--- src/rtl/utf8_to_bmp_decoder_assert.svh ---
// Assertion macros shared by the UTF-8 decoder RTL.
// Each macro expects clk and rst_n to be in scope in the including module.
`ifndef UTF8_TO_BMP_DECODER_ASSERT_SVH
`define UTF8_TO_BMP_DECODER_ASSERT_SVH

// Check a same-cycle implication outside reset.
`define U8B_ASSERT_NOW(lbl, ante, cons, msg) \
  lbl: assert property (@(posedge clk) disable iff (!rst_n) (ante) |-> (cons)) \
    else $error(msg);

// Check an implication in the next cycle, outside reset.
`define U8B_ASSERT_NEXT(lbl, ante, cons, msg) \
  lbl: assert property (@(posedge clk) disable iff (!rst_n) (ante) |=> (cons)) \
    else $error(msg);

`endif

--- src/rtl/u8b_pkg.sv ---
// Package for the UTF-8 to 16-bit character decoder.
// Holds the result bundle type, special code words and byte classification.
`timescale 1ns / 1ps

package u8b_pkg;

  // Error word for an illegal or unfinished sequence, replacement above 16 bits
  localparam logic [15:0] ERR_WORD  = 16'hFDFF;
  localparam logic [15:0] REPL_WORD = 16'hFFFD;

  // Kind of the final result in a bundle
  typedef enum logic [1:0] {
    TAIL_NONE,
    TAIL_CHAR,
    TAIL_ERR
  } tail_kind_t;

  // All results caused by one input item: err_cnt error words, then the tail
  typedef struct packed {
    logic [1:0]  err_cnt;
    tail_kind_t  tail;
    logic [15:0] code;
    logic        eos;
  } bundle_t;

  // Sequence length called for by a lead byte, 0 for an illegal lead
  function automatic logic [2:0] lead_len(input logic [7:0] b);
    logic [2:0] len;
    if (b < 8'h80)      len = 3'd1;
    else if (b < 8'hC2) len = 3'd0;
    else if (b < 8'hE0) len = 3'd2;
    else if (b < 8'hF0) len = 3'd3;
    else if (b < 8'hF5) len = 3'd4;
    else                len = 3'd0;
    return len;
  endfunction

  // Is b a legal continuation; first marks the byte right after the lead
  function automatic logic follow_ok(input logic [7:0] lead, input logic first,
                                     input logic [7:0] b);
    logic [7:0] lo;
    logic [7:0] hi;
    lo = 8'h80;
    hi = 8'hBF;
    if (first) begin
      if (lead == 8'hE0)      lo = 8'hA0;
      else if (lead == 8'hED) hi = 8'h9F;
      else if (lead == 8'hF0) lo = 8'h90;
      else if (lead == 8'hF4) hi = 8'h8F;
    end
    return (b >= lo) && (b <= hi);
  endfunction

endpackage

--- src/rtl/utf8_to_bmp_decoder.sv ---
// Top level of the UTF-8 to 16-bit character decoder.
// Depends on u8b_pkg, u8b_decode and u8b_emit.
//
//   channel | direction | handshake            | payload
//   in_     | input     | in_valid / in_stall  | data_byte, end_of_string
//   out_    | output    | out_valid / out_stall| char_code, illegal, last_result
//
// An item passes the input register, is decoded combinationally into a bundle of
// up to four results, and the bundle sits in the result register; its first
// result is offered the cycle after the item leaves the input register.
// One byte per cycle is taken while each byte gives at most one result and
// out_stall stays low; a byte that only extends a sequence gives none.
// A byte that breaks a held sequence gives up to held + 1 results, one per
// cycle while out_stall is low; a following byte with a result waits in the
// input register, in_stall high, until the last of them is taken.
// Synchronous active-low reset clears all valid flags and the held count.
`timescale 1ns / 1ps

module utf8_to_bmp_decoder (
  input  logic        clk,
  input  logic        rst_n,
  input  logic        in_valid,
  output logic        in_stall,
  input  logic [7:0]  in_data_byte,
  input  logic        in_end_of_string,
  output logic        out_valid,
  input  logic        out_stall,
  output logic [15:0] out_char_code,
  output logic        out_illegal,
  output logic        out_last_result
);

  logic       iv_r;
  logic [7:0] byte_r;
  logic       eos_r;

  u8b_pkg::bundle_t bundle;
  logic             ob_free;
  logic             has_result;
  logic             fire;
  logic             in_take;

  // Decode fires when the byte gives no result or the result register can take its bundle
  assign has_result = (bundle.err_cnt != 2'd0) || (bundle.tail != u8b_pkg::TAIL_NONE);
  assign fire       = iv_r && (!has_result || ob_free);
  assign in_stall   = iv_r && !fire;
  assign in_take    = in_valid && !in_stall;

  // Input register valid flag
  always_ff @(posedge clk) begin
    if (!rst_n) begin
      iv_r <= 1'b0;
    end else if (in_take) begin
      iv_r <= 1'b1;
    end else if (fire) begin
      iv_r <= 1'b0;
    end
  end

  // Input register payload
  always_ff @(posedge clk) begin
    if (in_take) begin
      byte_r <= in_data_byte;
      eos_r  <= in_end_of_string;
    end
  end

  u8b_decode u_decode (
    .clk       (clk),
    .rst_n     (rst_n),
    .load      (fire),
    .data_byte (byte_r),
    .eos       (eos_r),
    .bundle    (bundle)
  );

  u8b_emit u_emit (
    .clk             (clk),
    .rst_n           (rst_n),
    .load            (fire && has_result),
    .bundle          (bundle),
    .free            (ob_free),
    .out_valid       (out_valid),
    .out_stall       (out_stall),
    .out_char_code   (out_char_code),
    .out_illegal     (out_illegal),
    .out_last_result (out_last_result)
  );

endmodule

--- src/rtl/u8b_decode.sv ---
// Sequence state and single-pass decode of one byte into a result bundle.
// Depends on u8b_pkg and the assertion macro header.
`timescale 1ns / 1ps

module u8b_decode (
  input  logic             clk,
  input  logic             rst_n,
  input  logic             load,
  input  logic [7:0]       data_byte,
  input  logic             eos,
  output u8b_pkg::bundle_t bundle
);

  `include "utf8_to_bmp_decoder_assert.svh"

  // Held partial sequence: count, lead byte, total length, gathered bits
  logic [1:0]  cnt_r, cnt_nxt;
  logic [7:0]  lead_r, lead_nxt;
  logic [2:0]  need_r, need_nxt;
  logic [14:0] acc_r, acc_nxt;

  logic        cont_ok;
  logic        complete;
  logic [2:0]  blen;
  logic [20:0] code21;
  logic [7:0]  lead_mask;

  assign blen     = u8b_pkg::lead_len(data_byte);
  assign cont_ok  = (cnt_r != 2'd0) &&
                    u8b_pkg::follow_ok(lead_r, cnt_r == 2'd1, data_byte);
  assign complete = (({1'b0, cnt_r} + 3'd1) == need_r);
  assign code21   = {acc_r, data_byte[5:0]};

  // Payload bits kept from a fresh lead
  always_comb begin
    case (blen)
      3'd2:    lead_mask = 8'h1F;
      3'd3:    lead_mask = 8'h0F;
      default: lead_mask = 8'h07;
    endcase
  end

  // Decode the byte against the held sequence
  always_comb begin
    cnt_nxt        = cnt_r;
    lead_nxt       = lead_r;
    need_nxt       = need_r;
    acc_nxt        = acc_r;
    bundle.err_cnt = 2'd0;
    bundle.tail    = u8b_pkg::TAIL_NONE;
    bundle.code    = u8b_pkg::ERR_WORD;
    bundle.eos     = eos;
    if (cont_ok && complete) begin
      // finish the sequence
      bundle.tail = u8b_pkg::TAIL_CHAR;
      bundle.code = (code21[20:16] != 5'd0) ? u8b_pkg::REPL_WORD : code21[15:0];
      cnt_nxt     = 2'd0;
    end else if (cont_ok && !eos) begin
      // extend the sequence, no result yet
      cnt_nxt = cnt_r + 2'd1;
      acc_nxt = {acc_r[8:0], data_byte[5:0]};
    end else begin
      // flush every held byte as an error, then treat the byte as a lead
      bundle.err_cnt = cnt_r;
      cnt_nxt        = 2'd0;
      if (blen == 3'd1) begin
        bundle.tail = u8b_pkg::TAIL_CHAR;
        bundle.code = {8'h00, data_byte};
      end else if (blen == 3'd0 || eos) begin
        bundle.tail = u8b_pkg::TAIL_ERR;
      end else begin
        cnt_nxt  = 2'd1;
        lead_nxt = data_byte;
        need_nxt = blen;
        acc_nxt  = {7'd0, data_byte & lead_mask};
      end
    end
  end

  // Advance the held count on each decoded item
  always_ff @(posedge clk) begin
    if (!rst_n) begin
      cnt_r <= 2'd0;
    end else if (load) begin
      cnt_r <= cnt_nxt;
    end
  end

  // Hold the sequence payload
  always_ff @(posedge clk) begin
    if (load) begin
      lead_r <= lead_nxt;
      need_r <= need_nxt;
      acc_r  <= acc_nxt;
    end
  end

  `U8B_ASSERT_NOW(a_held_fits, cnt_r != 2'd0, (need_r > {1'b0, cnt_r}) && (need_r >= 3'd2), "held count exceeds sequence length")
  `U8B_ASSERT_NEXT(a_eos_clears, load && eos, cnt_r == 2'd0, "bytes held after end of string")

endmodule

--- src/rtl/u8b_emit.sv ---
// Result register and sequencer that hands out a bundle one result at a time.
// Depends on u8b_pkg and the assertion macro header.
`timescale 1ns / 1ps

module u8b_emit (
  input  logic             clk,
  input  logic             rst_n,
  input  logic             load,
  input  u8b_pkg::bundle_t bundle,
  output logic             free,
  output logic             out_valid,
  input  logic             out_stall,
  output logic [15:0]      out_char_code,
  output logic             out_illegal,
  output logic             out_last_result
);

  `include "utf8_to_bmp_decoder_assert.svh"

  logic             ob_valid_r;
  u8b_pkg::bundle_t ob_r;
  logic [1:0]       idx_r;

  logic [2:0] total;
  logic       last;
  logic       in_err;
  logic       take;

  // Count the results held and spot the final one
  assign total  = {1'b0, ob_r.err_cnt} + ((ob_r.tail != u8b_pkg::TAIL_NONE) ? 3'd1 : 3'd0);
  assign last   = (({1'b0, idx_r} + 3'd1) == total);
  assign in_err = (idx_r < ob_r.err_cnt);
  assign take   = ob_valid_r && !out_stall;
  assign free   = !ob_valid_r || (take && last);

  // Drive the current result
  assign out_valid       = ob_valid_r;
  assign out_char_code   = in_err ? u8b_pkg::ERR_WORD : ob_r.code;
  assign out_illegal     = in_err || (ob_r.tail == u8b_pkg::TAIL_ERR);
  assign out_last_result = ob_r.eos && last;

  // Load a bundle, step through it, drop it after its last result
  always_ff @(posedge clk) begin
    if (!rst_n) begin
      ob_valid_r <= 1'b0;
      idx_r      <= 2'd0;
    end else if (load) begin
      ob_valid_r <= 1'b1;
      idx_r      <= 2'd0;
    end else if (take && last) begin
      ob_valid_r <= 1'b0;
    end else if (take) begin
      idx_r <= idx_r + 2'd1;
    end
  end

  // Hold the bundle payload
  always_ff @(posedge clk) begin
    if (load) begin
      ob_r <= bundle;
    end
  end

  `U8B_ASSERT_NOW(a_nonempty, ob_valid_r, total != 3'd0, "empty bundle in result register")
  `U8B_ASSERT_NEXT(a_more_follow, take && !last, out_valid, "bundle dropped before its last result")

endmodule

--- config.mk ---
export PLATFORM = sky130hd
export DESIGN_NAME = utf8_to_bmp_decoder
export DESIGN_NICKNAME = d
export VERILOG_FILES = /design/src/rtl/u8b_pkg.sv /design/src/rtl/utf8_to_bmp_decoder.sv /design/src/rtl/u8b_decode.sv /design/src/rtl/u8b_emit.sv
export VERILOG_INCLUDE_DIRS = /design/src /design/src/rtl
export SDC_FILE = /design/constraint.sdc
export NUM_CORES = 1
export LEC_CHECK = 0
export BUFFER_PORTS_ARGS = -buffer_cell sky130_fd_sc_hd__buf_4
export CAP_MARGIN = 20
export CORE_ASPECT_RATIO = 0.9
export CORE_MARGIN = 2
export CORE_UTILIZATION = 60
export DETAILED_ROUTE_END_ITERATION = 10
export PLACE_DENSITY = 0.82
export SETUP_SLACK_MARGIN = 0.2
export SLEW_MARGIN = 20
export SYNTH_ARGS = -nofsm -noshare
export SYNTH_HDL_FRONTEND = slang
export SYNTH_HIERARCHICAL = 1
export SYNTH_SLANG_ARGS = --single-unit
--- constraint.sdc ---
create_clock -name clk -period 12.62 [get_ports clk]
set_input_delay 0.631 -clock clk [delete_from_list [all_inputs] [get_ports clk]]
set_output_delay 0.631 -clock clk [all_outputs]
set_load 0.01 [all_outputs]
==> results of run 1 <==
cell usage after synthesis, types with 3 or more instances:
cell      instances  share of area
inv_1            11          0.014
nand2b_1          4         0.0084
dfxtp_1           6          0.040
and2_1           12          0.025
and3_1            5          0.010
nand2_1          12          0.015
or2_1             9          0.019
nor2b_1           5          0.010
clkbuf_1          4         0.0050
o21a_1           11          0.028
a21oi_1           3         0.0050
edfxtp_1         56           0.56
ha_1             11          0.046
nand4_1           3         0.0063
nor2_1           12          0.015
o21ai_0           6          0.010
nand3_1           7          0.012
a21o_1            7          0.018
or2_2             7          0.015
nor3_1           11          0.018
stage by stage:
| step | instance area (um^2) | setup slack (ns) | util | std cells |
|---|---|---|---|---|
| 3_5_place_dp | 3256 | 8.278 | 0.6776 | 325 |
| 4_1_cts | 3432 | 8.264 | 0.7143 | 339 |
| 3_3_place_gp | 3256 | 8.544 | 0.6776 | 325 |
| 6_report | 3437 | 8.207 | 0.7154 | 339 |
| 5_1_grt | 3437 | 7.887 | 0.7154 | 339 |
| 2_1_floorplan | 2979 | 8.342 | - | 236 |
power by group through the flow:
stage	combinational (mW)	sequential (mW)	clock (mW)
final	0.0317	0.238	0.159
after global routing	0.0350	0.238	0.172
after CTS	0.0316	0.237	0.163
after detailed placement	0.0312	0.242	0
after global placement	0.0304	0.242	0
after floorplan	0.0213	0.239	0
metal layers:
metal,part of all wire,global-route usage,vias to the layer above
met2,0.46,0.3036,61
met3,0.056,0.05357,10
met4,0.018,0.09942,0
met1,0.47,0.2998,889
met5,0,0,-
li1,-,-,936
worst max path at each step:
| stage | from | endpoint | slack, ns | depth (start not counted) |
|---|---|---|---|---|
| after floorplan | u_decode/cnt_r[0]$_SDFFE_PN0P_ | u_decode/acc_r[0]$_DFFE_PP_ | 8.34 | 14 |
| after global placement | u_decode/cnt_r[0]$_SDFFE_PN0P_ | u_decode/acc_r[13]$_SDFFCE_PN0P_ | 8.54 | 12 |
| after detailed placement | u_decode/cnt_r[0]$_SDFFE_PN0P_ | u_decode/acc_r[13]$_SDFFCE_PN0P_ | 8.28 | 12 |
| after CTS | u_decode/cnt_r[0]$_SDFFE_PN0P_ | u_decode/acc_r[11]$_SDFFCE_PN0P_ | 8.26 | 12 |
| after global routing | u_decode/cnt_r[0]$_SDFFE_PN0P_ | u_decode/acc_r[6]$_SDFFCE_PN0P_ | 7.89 | 12 |
| final | u_decode/cnt_r[0]$_SDFFE_PN0P_ | u_decode/acc_r[2]$_DFFE_PP_ | 8.21 | 12 |
logic make-up (layout without fill, tap and decap cells):
| kind of cell | count (synthesis) | in the layout | synth area share |
|---|---|---|---|
| flip-flops | 62 | 62 | 0.6048 |
| XOR/XNOR | 6 | 6 | 0.02520 |
| buffers and inverters | 19 | 57 | 0.03150 |
| AND/OR/NAND/NOR | 98 | 98 | 0.1949 |
| AO/OA/AOI/OAI | 40 | 40 | 0.09744 |
| adder cells (fa/ha/maj) | 11 | 11 | 0.04620 |
state kept, by name, indices dropped and copies added (netlist names):
| register | count |
|---|---|
| byte_r | 8 |
| eos_r | 1 |
| iv_r | 1 |
| u_decode/acc_r | 15 |
| u_decode/cnt_r | 2 |
| u_decode/lead_r | 8 |
| u_decode/need_r | 3 |
| u_emit/idx_r | 2 |
| u_emit/ob_r | 21 |
| u_emit/out_valid | 1 |
area by class of cell:
class                   count  area share
repair buffers             32     0.06989
well taps                  65     0.02366
clock inverters             5     0.01529
flip-flops and latches     62      0.5242
clock buffers               9     0.03604
multi-input cells         155      0.3189
inverters                  11     0.01201
==> results.json, run 1 <==
{
  "insertion_delay_ns": 0.34,
  "netlist_instances": 236,
  "power_mw": 0.4283,
  "startpoint_type": "flip-flop",
  "cpMaxStageDelayCell": "nor3_2",
  "path_class": "reg2reg",
  "synth.avg_cell_area_um2": 12.62,
  "cp.required_ns": 12.57,
  "insertedDiodeCount": 0,
  "wl_per_cell_um": 15.06,
  "dr.pass1.iters": 4,
  "setup_viol": 0,
  "antenna_found_initial": 0,
  "vias": 1896,
  "mostFrequentLayoutCell": "edfxtp_1",
  "ys_seq_elements": 62,
  "via_per_inst": 5.593,
  "die_height_um": 70.85,
  "p_clk_frac": 0.371,
  "ios": 33,
  "drt_iter0_drc": 170,
  "synth_ff_type": "edfxtp_1",
  "fin_crit_sh": 0.3497,
  "final_layout_size_suffix_gt1_frac": 0.2299,
  "die-width_um": 78.28,
  "synth_nets": 260,
  "cts_root_buffer": "clkbuf_8",
  "cts_hold_buf": 0,
  "seqPwrFrac": 0.555,
  "hold_class": "in2reg",
  "cp_slowest_stage_delay_ns": 0.89,
  "path_delay_family": "simple AND/OR/NAND/NOR gates",
  "die-area_um2": 5546,
  "ant_nets": 0,
  "cp.arrival_ns": 4.37,
  "yosysUniqueCellTypes": 47,
  "reg2reg_slack_ns": 8.21,
  "min_from": "in_data_byte[1]",
  "hpwl_um": 3574,
  "yosysSeqAreaShare": 0.6048,
  "rows": 24,
  "skew_ns": 0.006892,
  "postCtsSetupRepairBufs": 0,
  "r2r_cells": 12,
  "switching_share": 0.2202,
  "seq_area_um2": 1802,
  "drc": 0,
  "max_slew_margin": 0.2725,
  "gp_congestion": 0.8623,
  "setup_tns_ns": 0,
  "synth_edf_count": 56,
  "grt_pass1_vias": 1758,
  "rsz0062_at_grt": "no",
  "outcome": "finished, final reports clean",
  "nets": 295,
  "cts_max_path_buffers": 2,
  "initial_core_util": 0.6201,
  "cts.sinks": 62,
  "synth.cell_area_um2": 2979,
  "drv_cap": 0,
  "holdPathStages": 1,
  "finalHoldViolCount": 0,
  "globalRouteTotalUtil": 0.2092,
  "wirelength_um": 5107,
  "grt_max_degree": 27,
  "grt-ovfl-total": 0,
  "multi_input_area_um2": 1096,
  "grt_first_pass_wirelength_um": 8500,
  "crit_buf_inv": 1,
  "vdd.ir_drop.worst_v": 0.00008617,
  "final_cell_mix": "edfxtp_1, buf_4, nand2_1, and2_1",
  "rr_startpoint": "u_decode/cnt_r[0]$_SDFFE_PN0P_",
  "hold_end": "byte_r[1]$_DFFE_PP_",
  "tritoncts": "built",
  "h-tree-depth": 3,
  "holdWs_ns": 0.4686,
  "syn_to_final_growth_pct": 15.37,
  "p_switching_mw": 0.09430,
  "post_cts_resized": 0,
  "fin_crit_ns": 4.413,
  "slew_viol_final": 0,
  "powerDensity_nw_per_um2": 124.6,
  "endpoint_kind": "flip-flop",
  "synthArstFlopShare": 0,
  "worstMarginPinSlew_ns": 1.085,
  "io_buffers": 32,
  "combPwrFrac": 0.074,
  "ys_warn_count": 6,
  "cts-buffers-inserted": 9,
  "path_cells": "ha_1, nand4_1, nor3_1, ha_1, a21o_1, o21ai_0, and3_1, nor3_1, nor4_4, o21a_1, inv_1, nor3_2",
  "max_freq_mhz": 226.6,
  "power_leakage_nw": 1.280,
  "core_area_um2": 4805,
  "regToRegEndpoint": "u_decode/acc_r[2]$_DFFE_PP_",
  "clk_pin_slew_ns": 0.06,
  "internal-power_mw": 0.3340,
  "cp_max_fo": 17,
  "fillers": 340
}
Power figures use the tool's default switching activity.
==> run 2: changes to the inputs <==
--- a/config.mk
+++ b/config.mk
@@ -10,9 +10,9 @@
 export CAP_MARGIN = 20
 export CORE_ASPECT_RATIO = 0.9
 export CORE_MARGIN = 2
-export CORE_UTILIZATION = 60
+export CORE_UTILIZATION = 52
 export DETAILED_ROUTE_END_ITERATION = 10
-export PLACE_DENSITY = 0.82
+export PLACE_DENSITY = 0.76
 export SETUP_SLACK_MARGIN = 0.2
 export SLEW_MARGIN = 20
 export SYNTH_ARGS = -nofsm -noshare
==> constraint.sdc (replaced) <==
create_clock -name clk -period 3.61 [get_ports clk]
set_input_delay 0.1805 -clock clk [delete_from_list [all_inputs] [get_ports clk]]
set_output_delay 0.1805 -clock clk [all_outputs]
set_load 0.01 [all_outputs]
==> results.json, run 2 (synthesis gave the netlist of run 1 again) <==
{
  "outcome": "finished, final reports clean",
  "cpMaxStageDelayCell": "a221o_1",
  "drc": 0,
  "gp_congestion": 0.9376,
  "crit_buf_inv": 3,
  "worstMarginPinSlew_ns": 0.9182,
  "mostFrequentLayoutCell": "edfxtp_1",
  "grt-ovfl-total": 0,
  "endpoint_kind": "output pin",
  "max_freq_mhz": 306.9,
  "fin_crit_ns": 3.258,
  "cts-buffers-inserted": 9,
  "rows": 26,
  "powerDensity_nw_per_um2": 435.6,
  "switching_share": 0.2223,
  "die_height_um": 75.81,
  "grt_first_pass_wirelength_um": 8466,
  "setup_tns_ns": 0,
  "max_slew_margin": 0.3801,
  "vias": 1936,
  "ant_nets": 0,
  "final_layout_size_suffix_gt1_frac": 0.2993,
  "io_buffers": 32,
  "largest_reg_flops": 21,
  "fin_crit_sh": 0.9026,
  "tritoncts": "built",
  "path_class": "reg2out",
  "startpoint_type": "flip-flop",
  "post-place-ws_ns": 0.1796,
  "initial_core_util": 0.5324,
  "globalRouteTotalUtil": 0.1823,
  "stdcell_count": 364,
  "die-area_um2": 6351,
  "dr.pass1.iters": 4,
  "internal-power_mw": 1.264,
  "via_per_inst": 5.319,
  "core_area_um2": 5595,
  "setup_slack_ns": 0.3516,
  "top_register": "u_emit/ob_r",
  "insertedDiodeCount": 0,
  "hold_class": "in2reg",
  "power_leakage_nw": 1.385,
  "finalHoldViolCount": 0,
  "drt_iter0_drc": 61,
  "cp_slowest_stage_delay_ns": 0.36,
  "final_cell_mix": "edfxtp_1, buf_4, nand2_1, and2_1",
  "rsz0062_at_grt": "no",
  "cts_max_path_buffers": 2,
  "clk_pin_slew_ns": 0.07,
  "placed_cells": 336,
  "die-width_um": 83.79,
  "antenna_found_initial": 0,
  "combPwrFrac": 0.083,
  "grt_max_degree": 24,
  "path_delay_family": "simple AND/OR/NAND/NOR gates",
  "drv_cap": 0,
  "p_clk_frac": 0.410,
  "syn_to_final_growth_pct": 25.28,
  "nets": 313,
  "cts.sinks": 62,
  "slew_viol_final": 0,
  "cp_max_fo": 5,
  "setup_viol": 0,
  "cts_root_buffer": "clkbuf_8",
  "wirelength_um": 5327,
  "insertion_delay_ns": 0.34,
  "top_regs": "u_emit/ob_r: 21 flops, u_decode/acc_r: 15 flops",
  "hpwl_um": 3724,
  "path_cells": "inv_2, ha_1, nand4_1, nor2_1, nand2_1, ha_1, and3b_1, a221o_1, and3_4, nor3_4, nor4_4, buf_4, nor3_1, buf_4",
  "ios": 33,
  "skew_ns": 0.007277,
  "p_switching_mw": 0.3614,
  "seqPwrFrac": 0.508,
  "wl_per_cell_um": 14.63,
  "cp.required_ns": 3.43,
  "cp.arrival_ns": 3.08,
  "vdd.ir_drop.worst_v": 0.0004349,
  "grt_pass1_vias": 1783,
  "h-tree-depth": 3
}
run 2: power by group through the flow:
stage               registers, mW  clock network, mW  logic [mW]
global route                0.828              0.704       0.148
finish                      0.825              0.666       0.134
global placement            0.841                  0       0.121
CTS                         0.825              0.679       0.131
detailed placement          0.841                  0       0.124
floorplan                   0.835                  0      0.0779
run 2: cell type report:
type	instances	area, um^2
Clock buffer	9	123.9
Sequential cell	62	1803
Inverter	11	41.29
Multi-Input combinational cell	155	1161
Fill cell	410	1863
Clock inverter	7	97.59
Tap cell	70	87.58
Timing Repair Buffer	50	417.9
run 2: path summary, 6_finish.rpt:
path                                        from                              end  cells after the start  slack, ns
setup / recovery  u_decode/cnt_r[1]$_SDFFE_PN0P_                         in_stall                     14       0.35
hold / removal                   in_data_byte[3]              byte_r[3]$_DFFE_PP_                      1       0.02
setup reg to reg  u_decode/cnt_r[1]$_SDFFE_PN0P_  u_decode/acc_r[6]$_SDFFCE_PN0P_                     15       0.38
hold reg to reg     u_emit/idx_r[1]$_SDFFE_PP0P_     u_emit/idx_r[1]$_SDFFE_PP0P_                      2       0.54
run 2: routing by layer:
metal / up-vias / part of all wire / GRT usage
li1: 970 / - / -
met1: 911 / 0.46 / 0.2281
met2: 45 / 0.47 / 0.2951
met3: 10 / 0.046 / 0.06501
met4: 0 / 0.021 / 0.07706
met5: - / 0 / 0
run 2: metrics by stage:
step / util / hold slack (ns) / area (um^2) / power, mW
after floorplan: - / 0.2794 / 3022 / 0.9128
after global placement: 0.5997 / 0.3586 / 3356 / 0.9614
after detailed placement: 0.5997 / 0.3599 / 3356 / 0.9649
after CTS: 0.6545 / 0.0007346 / 3662 / 1.636
after global routing: 0.6670 / 0.0003626 / 3732 / 1.680
final: 0.6670 / 0.01885 / 3732 / 1.626
run 2: repair_timing:
| action | 4_1_cts | 5_1_grt |
|---|---|---|
| pin swaps | 0 | 4 |
| hold buffers | 7 | 0 |
| gates resized for setup | 3 | 10 |
| endpoints found under the setup margin | 21 | 60 |
| setup buffers | 0 | 5 |
| endpoints found under the hold margin | 7 | 0 |
